## config.mk

```make
export PLATFORM = sky130hd
export DESIGN_NAME = wav_header_parser_core
export DESIGN_NICKNAME = d
export VERILOG_FILES = /design/src/hw/rtl/wavh_pkg.sv /design/src/hw/rtl/wavh_parse.sv /design/src/hw/rtl/wav_header_parser_core.sv
export SDC_FILE = /design/constraint.sdc
export NUM_CORES = 1
export LEC_CHECK = 0
export BUFFER_PORTS_ARGS = -buffer_cell sky130_fd_sc_hd__buf_4
export CORE_ASPECT_RATIO = 1.75
export CORE_MARGIN = 2
export CORE_UTILIZATION = 55
export CTS_CLUSTER_DIAMETER = 200
export DETAILED_ROUTE_END_ITERATION = 7
export PLACE_DENSITY = 0.74
export SLEW_MARGIN = 15
export SYNTH_ARGS = -nofsm -noshare
export SYNTH_HDL_FRONTEND = slang
export SYNTH_SLANG_ARGS = --single-unit
```

## constraint.sdc

```tcl
create_clock -name clk -period 19.6 [get_ports clk]
set_input_delay 3.92 -clock clk [delete_from_list [all_inputs] [get_ports clk]]
set_output_delay 3.92 -clock clk [all_outputs]
set_load 0.02 [all_outputs]
```

## src/hw/rtl/wavh_pkg.sv

```systemverilog
// Shared types and constants for the WAV header parser.
// Holds the header layout positions, chunk tags, status codes and result beat.
// No dependencies.
package wavh_pkg;

  localparam int unsigned POS_W = 6;

  localparam logic [POS_W-1:0] POS_RIFF_SIZE_END = POS_W'(7);
  localparam logic [POS_W-1:0] POS_WAVE_FIRST    = POS_W'(8);
  localparam logic [POS_W-1:0] POS_WAVE_LAST     = POS_W'(11);
  localparam logic [POS_W-1:0] POS_FMT_FIRST     = POS_W'(12);
  localparam logic [POS_W-1:0] POS_FMT_LAST      = POS_W'(15);
  localparam logic [POS_W-1:0] POS_FMT_SIZE_END  = POS_W'(19);
  localparam logic [POS_W-1:0] POS_FORMAT_END    = POS_W'(21);
  localparam logic [POS_W-1:0] POS_CHAN_END      = POS_W'(23);
  localparam logic [POS_W-1:0] POS_SRATE_END     = POS_W'(27);
  localparam logic [POS_W-1:0] POS_BRATE_END     = POS_W'(31);
  localparam logic [POS_W-1:0] POS_BALIGN_END    = POS_W'(33);
  localparam logic [POS_W-1:0] POS_BITS_END      = POS_W'(35);
  localparam logic [POS_W-1:0] POS_DATA_FIRST    = POS_W'(36);
  localparam logic [POS_W-1:0] POS_DATA_LAST     = POS_W'(39);
  localparam logic [POS_W-1:0] POS_LAST          = POS_W'(43);

  // tags, first byte of the file in the low bits
  localparam logic [31:0] TAG_RIFF = 32'h4646_4952;
  localparam logic [31:0] TAG_WAVE = 32'h4556_4157;
  localparam logic [31:0] TAG_FMT  = 32'h2074_6D66;
  localparam logic [31:0] TAG_DATA = 32'h6174_6164;

  localparam logic [31:0] FMT_CHUNK_SIZE = 32'd16;
  localparam logic [15:0] PCM_FORMAT     = 16'd1;
  localparam logic [15:0] MAX_CHANNELS   = 16'd2;

  typedef enum logic [2:0] {
    ST_OK         = 3'd0,
    ST_BAD_RIFF   = 3'd1,
    ST_BAD_FMT    = 3'd2,
    ST_BAD_FORMAT = 3'd3,
    ST_BAD_DATA   = 3'd4
  } status_t;

  // packed from the MSB down: status lands in the low bits
  typedef struct packed {
    logic [31:0] data_size;
    logic [12:0] bytes_per_sample;
    logic [15:0] block_align;
    logic [31:0] byte_rate;
    logic [31:0] sample_rate;
    logic [15:0] channel_count;
    status_t     status;
  } result_t;

  function automatic logic [7:0] tag_byte(input logic [31:0] tag, input logic [1:0] idx);
    tag_byte = tag[{idx, 3'b000} +: 8];
  endfunction

endpackage

```

## src/hw/rtl/wavh_parse.sv

```systemverilog
// Byte-wise header parser: position counter, little-endian word shifter,
// held format fields and per-byte checks. Depends on wavh_pkg.
module wavh_parse (
  input  logic              clk,
  input  logic              rst_n,
  input  logic              fire,
  input  logic [7:0]        data_byte,
  input  logic              start_of_file,
  output logic              res_valid,
  output wavh_pkg::result_t res
);
  import wavh_pkg::*;

  logic [POS_W-1:0] pos_r, pos_nxt;
  logic             fin_r, fin_nxt;
  logic [31:0]      word_r, word_nxt;
  logic [15:0]      chan_r, chan_nxt;
  logic [31:0]      srate_r, srate_nxt;
  logic [31:0]      brate_r, brate_nxt;
  logic [15:0]      balign_r, balign_nxt;
  logic [12:0]      bps_r, bps_nxt;

  always_comb begin
    logic [POS_W-1:0] pos;
    logic             fin;
    logic [31:0]      word;
    logic [15:0]      half;
    status_t          st;

    pos  = start_of_file ? '0 : pos_r;
    fin  = start_of_file ? 1'b0 : fin_r;
    word = {data_byte, (start_of_file ? 24'd0 : word_r[31:8])};
    half = word[31:16];
    st   = ST_OK;

    pos_nxt    = pos_r;
    fin_nxt    = fin_r;
    word_nxt   = word_r;
    chan_nxt   = chan_r;
    srate_nxt  = srate_r;
    brate_nxt  = brate_r;
    balign_nxt = balign_r;
    bps_nxt    = bps_r;
    res_valid  = 1'b0;

    if (pos <= POS_W'(3)) begin
      if (data_byte != tag_byte(TAG_RIFF, pos[1:0])) st = ST_BAD_RIFF;
    end else if (pos == POS_RIFF_SIZE_END) begin
      if (word == '0) st = ST_BAD_RIFF;
    end else if (pos >= POS_WAVE_FIRST && pos <= POS_WAVE_LAST) begin
      if (data_byte != tag_byte(TAG_WAVE, pos[1:0])) st = ST_BAD_RIFF;
    end else if (pos >= POS_FMT_FIRST && pos <= POS_FMT_LAST) begin
      if (data_byte != tag_byte(TAG_FMT, pos[1:0])) st = ST_BAD_FMT;
    end else if (pos == POS_FMT_SIZE_END) begin
      if (word != FMT_CHUNK_SIZE) st = ST_BAD_FMT;
    end else if (pos == POS_FORMAT_END) begin
      if (half != PCM_FORMAT) st = ST_BAD_FORMAT;
    end else if (pos == POS_CHAN_END) begin
      if (half == '0 || half > MAX_CHANNELS) st = ST_BAD_FORMAT;
    end else if (pos >= POS_DATA_FIRST && pos <= POS_DATA_LAST) begin
      if (data_byte != tag_byte(TAG_DATA, pos[1:0])) st = ST_BAD_DATA;
    end else if (pos == POS_LAST) begin
      if (word == '0) st = ST_BAD_DATA;
    end

    res = '0;
    res.status = st;
    if (st == ST_OK) begin
      res.channel_count    = chan_r;
      res.sample_rate      = srate_r;
      res.byte_rate        = brate_r;
      res.block_align      = balign_r;
      res.bytes_per_sample = bps_r;
      res.data_size        = word;
    end

    if (fire && !fin) begin
      word_nxt = word;
      case (pos)
        POS_CHAN_END:   chan_nxt   = half;
        POS_SRATE_END:  srate_nxt  = word;
        POS_BRATE_END:  brate_nxt  = word;
        POS_BALIGN_END: balign_nxt = half;
        POS_BITS_END:   bps_nxt    = half[15:3];
        default: ;
      endcase
      if (st == ST_OK && pos != POS_LAST) begin
        pos_nxt = pos + POS_W'(1);
        fin_nxt = 1'b0;
      end else begin
        pos_nxt   = pos;
        fin_nxt   = 1'b1;
        res_valid = 1'b1;
      end
    end else if (fire) begin
      fin_nxt = 1'b1;
    end
  end

  always_ff @(posedge clk) begin
    if (!rst_n) begin
      pos_r <= '0;
      fin_r <= 1'b1;
    end else begin
      pos_r <= pos_nxt;
      fin_r <= fin_nxt;
    end
    word_r   <= word_nxt;
    chan_r   <= chan_nxt;
    srate_r  <= srate_nxt;
    brate_r  <= brate_nxt;
    balign_r <= balign_nxt;
    bps_r    <= bps_nxt;
  end

endmodule

```

## src/hw/rtl/wav_header_parser_core.sv

```systemverilog
// Top level of the WAV header parser: byte stream in, one result beat per header.
// Depends on wavh_pkg and wavh_parse.
// The result beat is registered into the output register, or into the skid stage when out_tready holds the output.
// Throughput: one byte per cycle while the skid stage is empty; a two-entry output register
// and skid stage keep bytes flowing while one result waits on out_tready.
// Reset (rst_n low, synchronous): parser idles until a start_of_file beat,
// output and skid stages empty.
module wav_header_parser_core (
  input  logic         clk,
  input  logic         rst_n,
  input  logic         in_tvalid,
  output logic         in_tready,
  input  logic [7:0]   in_tdata,   // data_byte[7:0]
  input  logic         in_tuser,   // start_of_file
  output logic         out_tvalid,
  input  logic         out_tready,
  output logic [143:0] out_tdata   // status[2:0], channel_count[18:3], sample_rate[50:19],
                                   // byte_rate[82:51], block_align[98:83],
                                   // bytes_per_sample[111:99], data_size[143:112]
);
  import wavh_pkg::*;

  logic    fire;
  logic    res_valid;
  result_t res;

  result_t out_r, out_nxt, skid_r, skid_nxt;
  logic    out_v_r, out_v_nxt, skid_v_r, skid_v_nxt;

  assign in_tready = !skid_v_r;
  assign fire      = in_tvalid && in_tready;

  wavh_parse u_parse (
    .clk           (clk),
    .rst_n         (rst_n),
    .fire          (fire),
    .data_byte     (in_tdata),
    .start_of_file (in_tuser),
    .res_valid     (res_valid),
    .res           (res)
  );

  always_comb begin
    out_nxt    = out_r;
    out_v_nxt  = out_v_r;
    skid_nxt   = skid_r;
    skid_v_nxt = skid_v_r;
    if (!out_v_r || out_tready) begin
      if (skid_v_r) begin
        out_nxt    = skid_r;
        out_v_nxt  = 1'b1;
        skid_v_nxt = 1'b0;
      end else begin
        out_nxt   = res;
        out_v_nxt = res_valid;
      end
    end else if (res_valid) begin
      skid_nxt   = res;
      skid_v_nxt = 1'b1;
    end
  end

  always_ff @(posedge clk) begin
    if (!rst_n) begin
      out_v_r  <= 1'b0;
      skid_v_r <= 1'b0;
    end else begin
      out_v_r  <= out_v_nxt;
      skid_v_r <= skid_v_nxt;
    end
    out_r  <= out_nxt;
    skid_r <= skid_nxt;
  end

  assign out_tvalid = out_v_r;
  assign out_tdata  = out_r;

endmodule

```

Word level (Yosys, flattened, before mapping) --
Cells that the tools add are included.
Storage, ports and cells: latch bits 0, memories kept 0, input bits 13, memory bits (writable) 0, output and inout bits 146, flip-flop bits (word level) 438, word-level logic and storage cells 106, memory bits (read-only) 0
Cells by class: equality and inequality tests 16, add/sub/neg operators 1, shift operators 4, order comparisons 8, reductions and logical operators 22, bitwise operators 2, $mul 0, divide/modulo/power cells 0, muxes and demuxes 29
Operator list (number):
- $mux 144 | 1
- $mux 141 | 1
- $shiftx 32x6->8 const A | 4
- $mux 3 | 11
- $logic_not 32->1 | 1
- $ne 32x5->1 const B | 1
- $ne 8x8->1 | 4
- $eq 6x5->1 const B | 5
- $mux 24 | 1
- $eq 6x6->1 const B | 3
- $gt 16x2->1 const B | 1
- $logic_not 16->1 | 1
- $ne 16x1->1 const B | 1
- $ge 6x4->1 const B | 2
- $le 6x4->1 const B | 2
- $mux 6 | 2
- $reduce_and 2->1 | 6
- $mux 1 | 9
- $mux 2 | 4
- $add 6x1->6 const B | 1
- $eq 6x3->1 const B | 1
- $ge 6x6->1 const B | 1
- $le 6x2->1 const B | 1
- $le 6x6->1 const B | 1
- other kinds (8) | 17

Longest topological paths before layout --
depth in word-level cells 17, mapped depth 14, depth with buffers taken out 10

Cells and area by module --
A second synthesis with hierarchy kept.
Second synthesis, totals: cell total of the unflattened synthesis 926, area, all modules 16741.1 sq um
By module, submodules not included:
- wav_header_parser_core | area each 10526.3 sq um, sequential area each 8688.3 sq um, instances 1, cells each 458
- wavh_parse | area each 6214.7 sq um, sequential area each 4134.0 sq um, instances 1, cells each 468

Worst setup path after synthesis --
Ideal clock, no wire load.
kind in2reg, start input out_tready, end register skid_r[0] in the netlist's numbering, enable pin, arrival time 14.651 ns, data required time 18.117 ns, slack 3.465 ns, setup time 1.483 ns, path buffers 0, cell stages on the path 2, cell sequence nand2b_1 nor2_1
Between the ends: longest elaborated chain between the ends 3
Ends and longest elaborated chain:
- start: declaration | RTL line wav_header_parser_core.sv:16 | input logic out_tready,
- $logic_or 1x1->1 | RTL line wav_header_parser_core.sv:48 | if (!out_v_r || out_tready) begin
- $not 1->1 (no source line)
- $reduce_and 2->1 (no source line)
- end signal: assignment | RTL line wav_header_parser_core.sv:72 | skid_r <= skid_nxt;
- end: declaration | RTL line wav_header_parser_core.sv:27 | result_t out_r, out_nxt, skid_r, skid_nxt;
Every way passes these cells. A chain may end at the register's enable or synchronous reset.

==> metrics.md <==
| Metric | Value |
|---|---|
| Syn Area/Cell | `approximately 14 sq um` |
| Reg2reg setup slack | `15.05 ns` |
| Resized Gates After CTS | `0` |
| Cts hold-fix bufs | `0` |
| Syn Inst Count | `1185` |
| Clock Skew | `around 0.022 ns` |
| Post-Route WL | `35900 um` |
| Number of flops mapped to enable cells by yosys | `421` |
| Synth area leaders | `edfxtp_1 75%, nand2_1 5.5%, and2_1 5.2%` |
| Post-DRT Antenna Nets | `0` |
| Fmax | `127 MHz` |
| TritonRoute pass-1 iters | `5` |
| Async SR Flop Fraction | `0` |
| Clk slew on worst S/H paths | `0.06 ns` |
| Drt drc | `0` |
| Max Cap Viol | `0` |
| Total gr overflow | `0` |
| Worst EP required | `19.84 ns` |
| Slew HR | `0.252` |
| Slew Viols, Final | `0` |
| Synth Register Bits | `430` |
| Final core utilization | `0.641` |
| Cts bufs inserted | `36` |
| Final setup vio count | `0` |
| Synth Warn # | `0` |
| Worst-skew pair later-pin latency | `roughly 0.54 ns` |
| Most common library cells after synthesis | `421 x edfxtp_1, 249 x nand2_1, 141 x and2_1` |
| Post-DP HPWL | `21300 um` |
| Power density cells | `91.9 nW/um^2` |
| RSZ-0062 raised after global routing | `false` |
| Worst R2R Start | `u_parse.pos_r[1]$_SDFFE_PN0P_` |
| P_leak | `approximately 7.2 nW` |
| Hold crit path type | `reg2reg` |
| Die height | `between 200 and 250 um` |
| Setup bufs post-CTS | `0` |
| Ratio of cells with drive above 1 in the final layout | `0.200` |
| Crit path launch type | `input pin` |
| Vias | `9667` |
| DP Area | `18400 sq um` |
| Period utilization | `0.401` |
| Crit Path Max Fanout | `63` |
| Peak VDD IR | `0.0000698 V` |
| CORE AREA | `30500 sq um` |
| Hold Path Depth | `2` |
| Setup crit end kind | `flip-flop` |
| Unique masters post-synth | `56` |
| Routed WL per cell | `20.6 um` |
| Most frequent cell after synthesis | `edfxtp_1` |
| DP Cell Count | `1676` |
| Synth-to-Final Area Change | `15.5%` |
| Top cell type's share of synthesized area | `0.746` |
| Hold Path Sink | `u_parse.pos_r[1]$_SDFFE_PN0P_` |
| Finished Cell Area | `19600 sq um` |
| Initial drt markers | `834` |
| Die W | `137 um` |
| Critical setup path kind | `in2reg` |
| Final non-filler cell total | `1739` |
| Initial antenna violation count | `0` |
| GRT Resource Usage Total | `0.225` |
| Largest net degree at the start of global routing | `111` |
| Final net count | `approximately 1.3k` |
| H-tree levels | `2` |
| I/O Buffers | `158` |
| Vias in the first global route | `9460` |
| Starting density of the core | `0.555` |
| Placer Congestion | `0.955` |
| Setup TNS | `0 ns` |
| CTS Buffer Depth | `3` |
| Die ar. | `32300 sq um` |
| Ports | `159` |
| Mapped cell area | `16900 sq um` |
| Post-synth net total | `around 1.2k` |
| Vias per inst | `5.56` |
| CTS Sinks | `between 400 and 500` |
| CTS Root Cell | `clkbuf_16` |
| Synth area leader | `edfxtp_1` |
| R2R depth | `9` |
| Reg-to-reg endpoint | `out_tdata[89]$_DFFE_PP_` |
| CTS tree | `yes` |
| Min-delay src | `u_parse.pos_r[1]$_SDFFE_PN0P_` |
| Post-synth top flop | `edfxtp_1` |
| Actual slew at the worst max-slew pin | `1.12 ns` |
| First-pass GRT wire length | `54200 um` |
| Part of the Yosys area used for sequential elements | `0.757` |
| Row cnt | `85` |
| Fin. Hold Viols | `0` |
| Data arrival time of the worst path | `8.09 ns` |
| Inserted Diodes | `0` |
| Min Tclk post-route | `7.85 ns` |
| Outcome | `completed` |
-- layout by cell type (no fill, tap or decap), types with 2 or more instances in the layout --
cell type   count
clkinv_1        4
and4_1          2
a21oi_1         5
mux2i_1         4
or3_4           2
buf_4         174
nor4b_1         2
o31ai_1         5
nor3_2          4
nand3_1         3
clkbuf_1        8
clkinv_2        5
nand2b_1        6
or4_1           3
o21ai_2        19
or3_1           2
nor2b_1        29
ha_1            4
inv_6           3
o21ai_0       101
nand2_1       249
xor2_1          2
and3_1          3
nor4_1          8
nor2_1         15
inv_1           6
or2_2           2
a32o_1         23
and2_1        141
clkinvlp_4      2
mux2_2          4
clkbuf_16      37
dfxtp_1         8
xnor2_1         5
bufinv_16       3
edfxtp_1      421
nand4_1         4
or4b_2          2
a211oi_1        3
-- flip-flops by register name, summed over array words and instances, names as in the netlist --
name and count:
out_tdata 144, skid_r 144, u_parse.brate_r 32, u_parse.srate_r 32
u_parse.word_r 24, u_parse.balign_r 16, u_parse.chan_r 16, u_parse.bps_r 13
u_parse.pos_r 6, out_tvalid 1, skid_v_r 1, u_parse.fin_r 1
-- per-stage QoR --
stage / setup slack (ns) / total power, mW / hold WS [ns]
2_1_floorplan: 3.47 / 1.08 / 0.455
3_5_place_dp: 11.24 / 1.12 / 0.491
3_3_place_gp: 11.46 / 1.12 / 0.481
4_1_cts: 11.82 / 1.81 / 0.503
5_1_grt: 11.41 / 1.85 / 0.522
6_report: 11.75 / 1.80 / 0.500
-- per-layer routing --
metal	vias up	GRT usage	routed length [um]	part of all wire
met1	4674	0.295	13800	0.39
met2	376	0.377	18400	0.51
met4	0	0.0947	1420	0.040
met5	-	0	0	0
li1	4529	-	-	-
met3	88	0.0301	2260	0.063
-- worst max-delay path: stages --
cell and delay, ns:
buf_4 0.23, nand2b_1 0.27, inv_1 0.12, ha_1 0.29, nor2b_1 0.38, nand2_1 0.17, or4b_2 0.66, o21ai_0 0.43
or3_4 0.58, buf_4 0.71, o21ai_0 0.24
-- cell families after synthesis --
logic type / synth area share
buffers and inverters: 0.0225
XOR/XNOR: 0.00362
AND/OR/NAND/NOR: 0.143
AO/OA/AOI/OAI: 0.0658
adder cells (fa/ha/maj): 0.00295
multiplexers: 0.00502
flip-flops: 0.757
-- area by class of cell --
class	count	area [sq um]
Clock buffer	45	956
Sequential cell	430	12800
Clock inverter	18	180
Multi-Input combinational cell	674	3780
Timing Repair Buffer	174	1310
Inverter	7	28.8
Fill cell	2200	11000
Tap cell	391	489
-- worst max path at each step --
stage | end | slack, ns | from
after floorplan | skid_r[0]$_DFFE_PP_ | 3.47 | out_tready
after global placement | out_tdata[83]$_DFFE_PP_ | 11.46 | in_tuser
after detailed placement | out_tdata[89]$_DFFE_PP_ | 11.24 | in_tuser
after CTS | out_tdata[89]$_DFFE_PP_ | 11.82 | in_tuser
after global routing | out_tdata[88]$_DFFE_PP_ | 11.41 | in_tuser
final | out_tdata[89]$_DFFE_PP_ | 11.75 | in_tuser
-- where the power goes --
group / internal (mW) / total (mW) / switching, mW
combinational: 0.0228 / 0.0698 / 0.0470
clock: 0.389 / 0.699 / 0.310
sequential: 1.02 / 1.03 / 0.00917
total: 1.43 / 1.80 / 0.366
(Power assumes the default switching activity.)
